===== src/design/tsac_pkg.sv =====
// Package with shared constants for the TCP sender congestion block.
`default_nettype none
package tsac_pkg;
    localparam int unsigned SEQ_W  = 31;
    localparam int unsigned WIN_W  = 23;
    localparam int unsigned TIME_W = 28;
    localparam int unsigned LEN_W  = 11;
    localparam int unsigned SH_W   = 3;

    localparam logic [WIN_W-1:0]  ONE_SEG       = 23'd65536;
    localparam logic [WIN_W-1:0]  TWO_SEG       = 23'd131072;
    localparam logic [WIN_W-1:0]  SSTHRESH_INIT = 23'd4194304;
    localparam logic [TIME_W-1:0] RTO_MIN       = 28'd1000000;
    localparam logic [TIME_W-1:0] RTO_MAX       = 28'd240000000;
    localparam logic [TIME_W-1:0] RTO_INIT      = 28'd3000000;

    localparam logic CMD_ACK     = 1'b0;
    localparam logic CMD_TIMEOUT = 1'b1;

    localparam logic [0:0] REG_ALPHA = 1'b0;
    localparam logic [0:0] REG_BETA  = 1'b1;
endpackage
`default_nettype wire


===== src/design/tcp_sender_ack_congestion_rto.sv =====
// Top level of the TCP sender ACK, congestion window and RTO block.
//
// Usage: one event item enters on the input channel (i_valid/o_ready) and one
// result item leaves on the output channel (o_valid/i_ready). An acknowledgment
// or a timeout is applied to the sender state and the new state is reported.
// Configuration registers alpha_shift (index 0) and beta_shift (index 1) are
// written through i_cfg_we, i_cfg_index and i_cfg_data; the user must write them
// only while the block is idle, which the block itself does not enforce.
// For a timeout or a duplicate the block goes from acceptance straight to the
// output stage. A new ACK passes through the RTT and RTO update states when it
// carries an RTT sample, then through the window update. In congestion
// avoidance the window update waits for the serial divider for 2^32/cwnd (one
// quotient bit per cycle). The block handles one item at a time: o_ready is low
// from acceptance until the result item has been taken, so a new item is not
// accepted before then.
// If the receiver stalls, the result is held in the output registers until
// i_ready is seen high. Reset clears all sender state to its initial values
// (window one segment, threshold 64 segments, RTO 3 s) and the gains to 3 and 2.
`default_nettype none
module tcp_sender_ack_congestion_rto #(
    parameter int unsigned SEGMENT_BYTES = 1024,
    parameter int unsigned MAX_WINDOW    = 64
) (
    input  wire logic        i_clk,
    input  wire logic        i_rst_n,
    input  wire logic        i_cfg_we,
    input  wire logic [0:0]  i_cfg_index,
    input  wire logic [2:0]  i_cfg_data,
    input  wire logic        i_valid,
    output logic             o_ready,
    input  wire logic        i_cmd,
    input  wire logic [30:0] i_ack_number,
    input  wire logic [10:0] i_acked_length,
    input  wire logic [27:0] i_rtt_sample_us,
    input  wire logic        i_sample_retransmitted,
    output logic             o_valid,
    input  wire logic        i_ready,
    output logic [30:0]      o_base_seq,
    output logic [30:0]      o_window_limit,
    output logic [22:0]      o_cwnd_q16,
    output logic [22:0]      o_ssthresh_q16,
    output logic             o_in_avoidance,
    output logic [27:0]      o_rto_us,
    output logic             o_retransmit_base,
    output logic             o_restart_timer,
    output logic             o_was_duplicate
);
    localparam int unsigned CAP_RAW = MAX_WINDOW * 65536;
    localparam logic [22:0] WIN_CAP = (CAP_RAW > 8388607) ? 23'h7FFFFF : 23'(CAP_RAW);

    localparam logic [2:0] S_IDLE = 3'd0;
    localparam logic [2:0] S_RTT  = 3'd1;
    localparam logic [2:0] S_RTO  = 3'd2;
    localparam logic [2:0] S_WIN  = 3'd3;
    localparam logic [2:0] S_DIV  = 3'd4;
    localparam logic [2:0] S_LIM  = 3'd5;
    localparam logic [2:0] S_OUT  = 3'd6;

    logic [2:0]  r_state;
    logic [2:0]  r_alpha, r_beta;
    logic [30:0] r_base, r_dup_val, r_ack;
    logic [1:0]  r_dup_cnt;
    logic [22:0] r_cwnd, r_ssth;
    logic        r_avoid;
    logic [27:0] r_srtt, r_dev, r_rto, r_sample;
    logic [10:0] r_len;
    logic        r_retx, r_restart, r_dup;
    logic        r_div_start;
    logic        w_div_done;
    logic [23:0] w_div_q;
    logic [31:0] w_limit;
    logic [27:0] w_diff;
    logic [28:0] w_dev_n, w_srtt_n;
    logic [30:0] w_rto_sum;
    logic [24:0] w_grow;

    tsac_div u_div (
        .i_clk    (i_clk),
        .i_rst_n  (i_rst_n),
        .i_start  (r_div_start),
        .i_divisor(r_cwnd),
        .o_done   (w_div_done),
        .o_quot   (w_div_q)
    );

    // Jacobson update terms, worked in one step from registered state.
    assign w_diff    = (r_srtt > r_sample) ? r_srtt - r_sample : r_sample - r_srtt;
    assign w_dev_n   = {1'b0, r_dev - (r_dev >> r_beta)} + {1'b0, w_diff >> r_beta};
    assign w_srtt_n  = {1'b0, r_srtt - (r_srtt >> r_alpha)} + {1'b0, r_sample >> r_alpha};
    assign w_rto_sum = {3'b000, r_srtt} + {1'b0, r_dev, 2'b00};
    assign w_grow    = r_avoid ? {2'b00, r_cwnd} + {1'b0, w_div_q}
                               : {2'b00, r_cwnd} + {2'b00, tsac_pkg::ONE_SEG};
    assign w_limit   = {1'b0, r_base} + 32'(32'(r_cwnd[22:16]) * SEGMENT_BYTES);

    assign o_ready = (r_state == S_IDLE);

    always_ff @(posedge i_clk) begin
        if (!i_rst_n) begin
            r_state     <= S_IDLE;
            r_alpha     <= 3'd3;
            r_beta      <= 3'd2;
            r_base      <= '0;
            r_dup_val   <= '0;
            r_dup_cnt   <= '0;
            r_cwnd      <= tsac_pkg::ONE_SEG;
            r_ssth      <= tsac_pkg::SSTHRESH_INIT;
            r_avoid     <= 1'b0;
            r_srtt      <= '0;
            r_dev       <= '0;
            r_rto       <= tsac_pkg::RTO_INIT;
            o_valid     <= 1'b0;
            r_div_start <= 1'b0;
        end else begin
            r_div_start <= 1'b0;
            if (i_cfg_we) begin
                if (i_cfg_index == tsac_pkg::REG_ALPHA) r_alpha <= i_cfg_data;
                else r_beta <= i_cfg_data;
            end
            case (r_state)
                S_IDLE: begin
                    if (i_valid) begin
                        r_ack     <= i_ack_number;
                        r_len     <= i_acked_length;
                        r_sample  <= i_rtt_sample_us;
                        r_retx    <= 1'b0;
                        r_restart <= 1'b0;
                        r_dup     <= 1'b0;
                        if (i_cmd == tsac_pkg::CMD_TIMEOUT) begin
                            r_rto     <= (r_rto > (tsac_pkg::RTO_MAX >> 1))
                                         ? tsac_pkg::RTO_MAX : {r_rto[26:0], 1'b0};
                            r_retx    <= 1'b1;
                            r_restart <= 1'b1;
                            r_state   <= S_LIM;
                        end else if (i_ack_number < r_base) begin
                            r_dup   <= 1'b1;
                            r_state <= S_LIM;
                            if (r_dup_val == i_ack_number) begin
                                if (r_dup_cnt == 2'd2) begin
                                    r_ssth    <= ({1'b0, r_cwnd[22:1]} < tsac_pkg::TWO_SEG)
                                                 ? tsac_pkg::TWO_SEG : {1'b0, r_cwnd[22:1]};
                                    r_cwnd    <= tsac_pkg::ONE_SEG;
                                    r_avoid   <= 1'b0;
                                    r_retx    <= 1'b1;
                                    r_dup_cnt <= 2'd0;
                                end else begin
                                    r_dup_cnt <= r_dup_cnt + 2'd1;
                                end
                            end else begin
                                r_dup_val <= i_ack_number;
                                r_dup_cnt <= 2'd1;
                            end
                        end else begin
                            r_restart <= 1'b1;
                            r_state   <= (!i_sample_retransmitted && i_rtt_sample_us != '0)
                                         ? S_RTT : S_WIN;
                        end
                    end
                end
                S_RTT: begin
                    if (r_srtt == '0) begin
                        r_srtt <= r_sample;
                        r_dev  <= r_sample >> 1;
                    end else begin
                        r_srtt <= w_srtt_n[27:0];
                        r_dev  <= w_dev_n[27:0];
                    end
                    r_state <= S_RTO;
                end
                S_RTO: begin
                    if (w_rto_sum < {3'b000, tsac_pkg::RTO_MIN}) r_rto <= tsac_pkg::RTO_MIN;
                    else if (w_rto_sum > {3'b000, tsac_pkg::RTO_MAX}) r_rto <= tsac_pkg::RTO_MAX;
                    else r_rto <= w_rto_sum[27:0];
                    r_state <= S_WIN;
                end
                S_WIN: begin
                    r_base <= r_ack + {20'd0, r_len};
                    if (r_avoid && r_cwnd != '0) begin
                        r_div_start <= 1'b1;
                        r_state     <= S_DIV;
                    end else begin
                        if (!r_avoid) begin
                            if (w_grow > {2'b00, WIN_CAP}) begin
                                r_cwnd <= WIN_CAP;
                                if (WIN_CAP >= r_ssth) r_avoid <= 1'b1;
                            end else begin
                                r_cwnd <= w_grow[22:0];
                                if (w_grow[22:0] >= r_ssth) r_avoid <= 1'b1;
                            end
                        end
                        r_state <= S_LIM;
                    end
                end
                S_DIV: begin
                    if (w_div_done) begin
                        r_cwnd  <= (w_grow > {2'b00, WIN_CAP}) ? WIN_CAP : w_grow[22:0];
                        r_state <= S_LIM;
                    end
                end
                S_LIM: begin
                    o_base_seq     <= r_base;
                    o_window_limit <= w_limit[31] ? 31'h7FFFFFFF : w_limit[30:0];
                    o_valid        <= 1'b1;
                    r_state        <= S_OUT;
                end
                S_OUT: begin
                    if (i_ready) begin
                        o_valid <= 1'b0;
                        r_state <= S_IDLE;
                    end
                end
                default: r_state <= S_IDLE;
            endcase
        end
    end

    assign o_cwnd_q16        = r_cwnd;
    assign o_ssthresh_q16    = r_ssth;
    assign o_in_avoidance    = r_avoid;
    assign o_rto_us          = r_rto;
    assign o_retransmit_base = r_retx;
    assign o_restart_timer   = r_restart;
    assign o_was_duplicate   = r_dup;
endmodule
`default_nettype wire


===== src/design/tsac_div.sv =====
// Restoring divider computing floor(2^32 / divisor) one quotient bit a cycle.
`default_nettype none
module tsac_div (
    input  wire logic                     i_clk,
    input  wire logic                     i_rst_n,
    input  wire logic                     i_start,
    input  wire logic [tsac_pkg::WIN_W-1:0] i_divisor,
    output logic                          o_done,
    output logic [tsac_pkg::WIN_W:0]      o_quot
);
    // Quotient of 2^32 by a divisor of at least 2^16 needs 17 bits.
    logic [tsac_pkg::WIN_W:0]   r_rem;
    logic [tsac_pkg::WIN_W:0]   r_quot;
    logic [5:0]                 r_cnt;
    logic                       r_busy;
    logic [tsac_pkg::WIN_W-1:0] r_div;
    logic [tsac_pkg::WIN_W+1:0] w_shift;
    logic                       w_ge;

    // Dividend bits: a single one at bit 32, zeros below.
    assign w_shift = {r_rem, (r_cnt == 6'd33)};
    assign w_ge    = w_shift >= {2'b00, r_div};

    always_ff @(posedge i_clk) begin
        if (!i_rst_n) begin
            r_busy <= 1'b0;
            o_done <= 1'b0;
        end else begin
            o_done <= 1'b0;
            if (i_start) begin
                r_busy <= 1'b1;
                r_cnt  <= 6'd33;
                r_rem  <= '0;
                r_quot <= '0;
                r_div  <= i_divisor;
            end else if (r_busy) begin
                r_rem  <= w_ge ? w_shift[tsac_pkg::WIN_W:0] - {1'b0, r_div}
                               : w_shift[tsac_pkg::WIN_W:0];
                r_quot <= {r_quot[tsac_pkg::WIN_W-1:0], w_ge};
                r_cnt  <= r_cnt - 6'd1;
                if (r_cnt == 6'd1) begin
                    r_busy <= 1'b0;
                    o_done <= 1'b1;
                end
            end
        end
    end
    assign o_quot = r_quot;
endmodule
`default_nettype wire


===== config.mk =====
export PLATFORM = sky130hd
export DESIGN_NAME = tcp_sender_ack_congestion_rto
export DESIGN_NICKNAME = d
export VERILOG_FILES = /design/src/design/tsac_pkg.sv /design/src/design/tcp_sender_ack_congestion_rto.sv /design/src/design/tsac_div.sv
export SDC_FILE = /design/constraint.sdc
export NUM_CORES = 2
export LEC_CHECK = 0
export ABC_AREA = 1
export BUFFER_PORTS_ARGS = -buffer_cell sky130_fd_sc_hd__buf_2
export CAP_MARGIN = 30
export CORE_MARGIN = 2
export CORE_UTILIZATION = 35
export DETAILED_ROUTE_END_ITERATION = 8
export GPL_TIMING_DRIVEN = 0
export PLACE_DENSITY = 0.52
export SYNTH_ARGS = -nofsm -noshare
export SYNTH_HDL_FRONTEND = slang
export SYNTH_SLANG_ARGS = --single-unit
export TNS_END_PERCENT = 5

===== constraint.sdc =====
create_clock -name i_clk -period 6.3 [get_ports i_clk]
set_input_delay 0.63 -clock i_clk [delete_from_list [all_inputs] [get_ports i_clk]]
set_output_delay 0.63 -clock i_clk [all_outputs]
set_load 0.02 [all_outputs]

# Yosys cells after proc, flatten, opt, wreduce, memory -nomap -nowiden
# Cells that the tools add are included.
# word_totals
regBits,420
out_inout_bits,142
word_cells,167
input_bits,81
# op_classes
shift,4
bitwise_logic,5
eq_ne,20
n_lt_le_gt_ge,10
addsub,14
reduce_logical,28
mux,58
# op_table
op,count
$mux 28,8
$mux 23,9
$shr 28x3->28,4
$sub 28x28->28,4
$mux 24,3
$pmux 23 s3,1
$add 28x28->28,2
$pmux 28 s2,1
$add 31x17->32,1
$add 28x30->31,1
$add 31x11->31,1
$eq 31x31->1,1
$gt 31x28->1 const B,1
$lt 31x20->1 const B,1
$lt 31x31->1,1
$gt 28x27->1 const B,1
$gt 28x28->1,1
$logic_not 28->1,1
$reduce_bool 28->1,1
$add 23x24->25,1
$ge 25x23->1,1
$gt 25x23->1 const B,1
$mux 25,1
$add 23x17->24 const B,1
other kinds (36),91

# Logic depth before layout (Yosys ltp)
# depth
ltp_word,8
mapped_depth,38

# By module
# A second synthesis with hierarchy kept.
# unflattened
cells_unflattened,5392
hier_area_um2,36661.4
# by_module_without_submodules
module,n_inst,area_per_inst_um2,cells_each
tcp_sender_ack_congestion_rto,1,31451.4,4711
tsac_div,1,5210.0,681

# Worst setup path after synthesis
# Ideal clock, no wire load.
# synth_timing
kind,register to register
from,register r_srtt[3]
to,register r_dev[20]
setup_ps,121
required_ps,6179
t_arrival_ps,4954
stages_incl_launch_ff,32
setup_slack_ps,1225
period_less_slack_ps,5075
cell_sequence,dfxtp_1 > inv_1 > ha_1 > clkbuf_2 > a21oi_1 > nand2_1 > nand2_1 > nand3_1 > nand3_1 > nand2_1 > nand2_4 > clkbuf_1 > nand3_1 > nand3_1 > nand3_1 > nand3_1 > nand2_1 > fa_1 > fa_1 > inv_1 > nand2_1 > nand2_1 > nand2_1 > nand2_1 > a21oi_1 > o21ai_0 > a21oi_1 > o21ai_0 > a21oi_1 > or2_2 > nand3_1 > a21oi_1
# synth_via
elab_chain_cells,5
elab_cells_between_ends,8
cone_classes,add/sub (3); order compare (1); shift (1); mux (2); reduce/logical (1)
# synth_lines
item,line,text
"start, declared",tcp_sender_ack_congestion_rto.sv:65,"logic [27:0] r_srtt, r_dev, r_rto, r_sample;"
"start signal, assigned",tcp_sender_ack_congestion_rto.sv:161,r_srtt <= r_sample;
"start signal, assigned",tcp_sender_ack_congestion_rto.sv:164,r_srtt <= w_srtt_n[27:0];
$sub 28x28->28 / $gt 28x28->1 (equally long branches),tcp_sender_ack_congestion_rto.sv:87,assign w_diff = (r_srtt > r_sample) ? r_srtt - r_sample : r_sample - r_srtt;
$mux 28,tcp_sender_ack_congestion_rto.sv:87,
$shr 28x3->28,tcp_sender_ack_congestion_rto.sv:88,"assign w_dev_n = {1'b0, r_dev - (r_dev >> r_beta)} + {1'b0, w_diff >> r_beta};"
$add 28x28->28,tcp_sender_ack_congestion_rto.sv:88,
$mux 28 (*),tcp_sender_ack_congestion_rto.sv:160,if (r_srtt == '0) begin
"end signal, assigned",tcp_sender_ack_congestion_rto.sv:162,r_dev <= r_sample >> 1;
"end signal, assigned",tcp_sender_ack_congestion_rto.sv:165,r_dev <= w_dev_n[27:0];
"end, declared",tcp_sender_ack_congestion_rto.sv:65,
# Mark *: on every way between the ends. The rest lies on a longest branch, timed or not.
# A chain may end at the register's enable or synchronous reset.

# Worst setup path after layout
# layout_timing
from,register r_srtt[20]
to,register r_dev[27]
# Same word-level chain as after synthesis.

==> impl_metrics.env <==
export IMPL_fin_ws_ns=0.257
export IMPL_grt_usage_pct=28.1
export IMPL_finalClockSkew_ns=0.0354
export IMPL_fp_row_count=117
export IMPL_totalWireLength_mm=149
export IMPL_cp_end_kind="flop"
export IMPL_ir_drop_v=0.000694
export IMPL_ys_seq_area_share_pct=29.5
export IMPL_setup_tns_ns=0
export IMPL_syn_num_nets=5565
export IMPL_grt_pass1_wl_mm=221
export IMPL_slowest_delay_ns=0.52
export IMPL_dr_pass1_iters=6
export IMPL_fmax_mhz=165
export IMPL_fin_hold_ws_ns=0.170
export IMPL_hold_viol=0
export IMPL_antenna_found_initial=11
export IMPL_ys_seq_elements=420
export IMPL_fin_crit_ns=6.04
export IMPL_crit_type="flop to flop"
export IMPL_hold_buffers=0
export IMPL_num_vias=36200
export IMPL_gr_total_overflow=0
export IMPL_pre_cts_slack_ns=-1.38
export IMPL_pwr_share_clk_pct=13.6
export IMPL_netlist_area_mm2=0.0357
export IMPL_ios=223
export IMPL_place_congestion=0.994
export IMPL_p_seq_share_pct=17.2
export IMPL_most_common_layout_cells="nand2_1, inv_1, o21ai_0, a21oi_1, nand3_1"
export IMPL_slew_viol_final=0
export IMPL_worstPathArrival_ns=6.60
export IMPL_numCtsBuffers=51
export IMPL_h_tree_depth=2
export IMPL_worstMarginPinSlew_ns=1.00
export IMPL_cap_violations=0
export IMPL_setup_worst_path_start_class="flop"
export IMPL_grt_max_degree=55
export IMPL_postRouteAntennaNets=0
export IMPL_combPwrFrac_pct=69.2
export IMPL_clock_latency_ns=0.64
export IMPL_die_w_um=323
export IMPL_cts_buffer_depth=3
export IMPL_p_per_area_mw_per_mm2=586
export IMPL_die_h_um=323
export IMPL_die_area_mm2=0.105
export IMPL_fin_nets=5893
export IMPL_postSynth_asyncResetShare_pct=0
export IMPL_cp_slowest_cell="fa_1"
export IMPL_cts_tree="yes"
export IMPL_run_status="completed"
export IMPL_drt_iter0_drc=3019
export IMPL_portBuffers=222
export IMPL_min_path_type="input pin to flop"
export IMPL_synth_avg_cell_area_um2=6.91
export IMPL_yosysWarningCount=0
export IMPL_p_leak_nw=19.4
export IMPL_viasPerCell=5.25
export IMPL_dpl_hpwl_mm=123
export IMPL_final_util_pct=40.7
export IMPL_root_buffer="clkbuf_16"
export IMPL_worst_path_most_repeated_cell="nand2_1"
export IMPL_switching_share_pct=54.8
export IMPL_core_mm2=0.101
export IMPL_synth_cells=5165
export IMPL_synthFlopType="edfxtp_1"
export IMPL_worstPathRequired_ns=6.85
export IMPL_drc=0
export IMPL_p_int_w=0.0109
export IMPL_switchingPower_w=0.0133
export IMPL_r2r_slack_ns=0.26
export IMPL_setup_violations=0
export IMPL_num_fill_cells=10900
export IMPL_area_delta_synth_final_pct=15.7
export IMPL_period_share_pct=95.9
export IMPL_crit_fanout=6
export IMPL_maxSlewHeadroom_pct=33.2
export IMPL_layout_commonest_cell="nand2_1"
export IMPL_synth_edff_count=212
export IMPL_path_clk_slew_ns=0.06
export IMPL_start_util_pct=35.2
export IMPL_p_total_w=0.0242
export IMPL_wl_per_cell_um=21.6
export IMPL_synth_cell_types=62
export IMPL_grt_pass1_vias=35100
export IMPL_cts_sinks=420
export IMPL_drive_above_1_share_pct=11.5
## per-stage QoR
| step | instance area (um^2) | instances |
|---|---|---|
| after CTS | 40800 | 6869 |
| final | 41300 | 6903 |
| after detailed placement | 38700 | 6766 |
| after global routing | 41300 | 6903 |
| after global placement | 38500 | 6755 |
| after floorplan | 35700 | 5165 |
## metal layers
metal  vias up  GRT usage [%]  wire (um)
li1      17800              -          -
met1     17000           36.4      65400
met2      1153           46.0      67000
met3       285           5.08       9670
met4        16           11.4       6690
met5         -              0        101
## path summary, 6_finish.rpt
kind	start	endpoint	cells past startpoint
setup / recovery	r_srtt[20]$_SDFFE_PN0P_	r_dev[27]$_SDFFE_PN0P_	34
hold / removal	i_acked_length[1]	r_len[1]$_DFFE_PP_	1
setup reg to reg	r_srtt[20]$_SDFFE_PN0P_	r_dev[27]$_SDFFE_PN0P_	34
hold reg to reg	r_base[8]$_SDFFE_PN0N_	o_base_seq[8]$_DFFE_PP_	0
## registers in the layout, indices dropped and copies added, names as in the netlist, 2 cells and up
name,count
r_dev,28
u_div.r_rem,24
r_len,11
u_div.r_div,23
r_dup_val,31
r_dup_cnt,2
u_div.r_cnt,6
r_ack,31
u_div.o_quot,24
r_base,31
r_beta,3
r_alpha,3
o_ssthresh_q16,23
o_window_limit,31
o_rto_us,28
o_cwnd_q16,23
o_base_seq,31
r_sample,28
r_state,3
r_srtt,28
## cells by family after synthesis
family | synth area share [%]
buf+inv | 9.90
fa+ha+maj | 12.5
compound gates | 16.2
xor+xnor | 3.71
flops | 29.5
mux | 0.897
simple gates | 27.3
## power groups by stage
stage          Clock, W  Combinational, W  Sequential [W]
6_report        0.00329            0.0167         0.00416
4_1_cts         0.00335            0.0157         0.00418
5_1_grt         0.00345            0.0185         0.00416
2_1_floorplan         0            0.0105         0.00385
3_3_place_gp          0            0.0154         0.00422
3_5_place_dp          0            0.0154         0.00420
## worst max-delay path: cells and delay by family (launching register included)
kind | cells | cell delay [ns]
adders and majority gates | 3 | 1.23
and+or+nand+nor | 19 | 2.71
xor gates and xnor gates | 1 | 0.08
buffers and inverters | 6 | 0.72
AOI/OAI and AO/OA | 5 | 0.76
DFF | 1 | 0.45
## what timing repair did
item / CTS / global route
resized for setup: 64 / 84
pin swaps: 1 / 9
buffers inserted: 9 / 33
setup endpoints to repair: 20 / 18
## cell usage after synthesis (all sizes together), types with 5 or more instances
library cell / number / share of area, %
nor3: 45 / 0.72
a221oi: 31 / 0.76
dfxtp: 208 / 12
xor2: 105 / 2.6
nand4: 49 / 0.86
a21oi: 405 / 5.7
ha: 258 / 9.0
fa: 61 / 3.4
nor4: 47 / 0.82
xnor2: 46 / 1.1
buf: 52 / 0.72
nand3b: 15 / 0.33
nand2: 1329 / 14
nand3: 386 / 5.6
nor2: 350 / 3.8
or4: 5 / 0.11
a31oi: 32 / 0.56
a21o: 13 / 0.27
or2: 39 / 0.68
o221ai: 11 / 0.27
clkbuf: 120 / 1.3
edfxtp: 212 / 18
a211oi: 13 / 0.27
a21boi: 9 / 0.19
mux2i: 32 / 0.90
inv: 746 / 7.8
o21ai: 451 / 6.4
o211ai: 27 / 0.57
o21a: 15 / 0.32
o21bai: 27 / 0.57
## final cells by class
type                       instances  area, um^2  area share (%)
antenna                            1        2.50         0.00606
inverter                         750        2860            6.92
tap                             1368        1710            4.14
buffer                           172         724            1.75
clock buffer                      58        1360            3.28
timing repair buffer             275        1600            3.87
clock inverter                    36         510            1.24
sequential                       420       10600            25.7
multi-input combinational       3823       21900            53.1
Note: power is estimated with default switching activity, not from simulation.
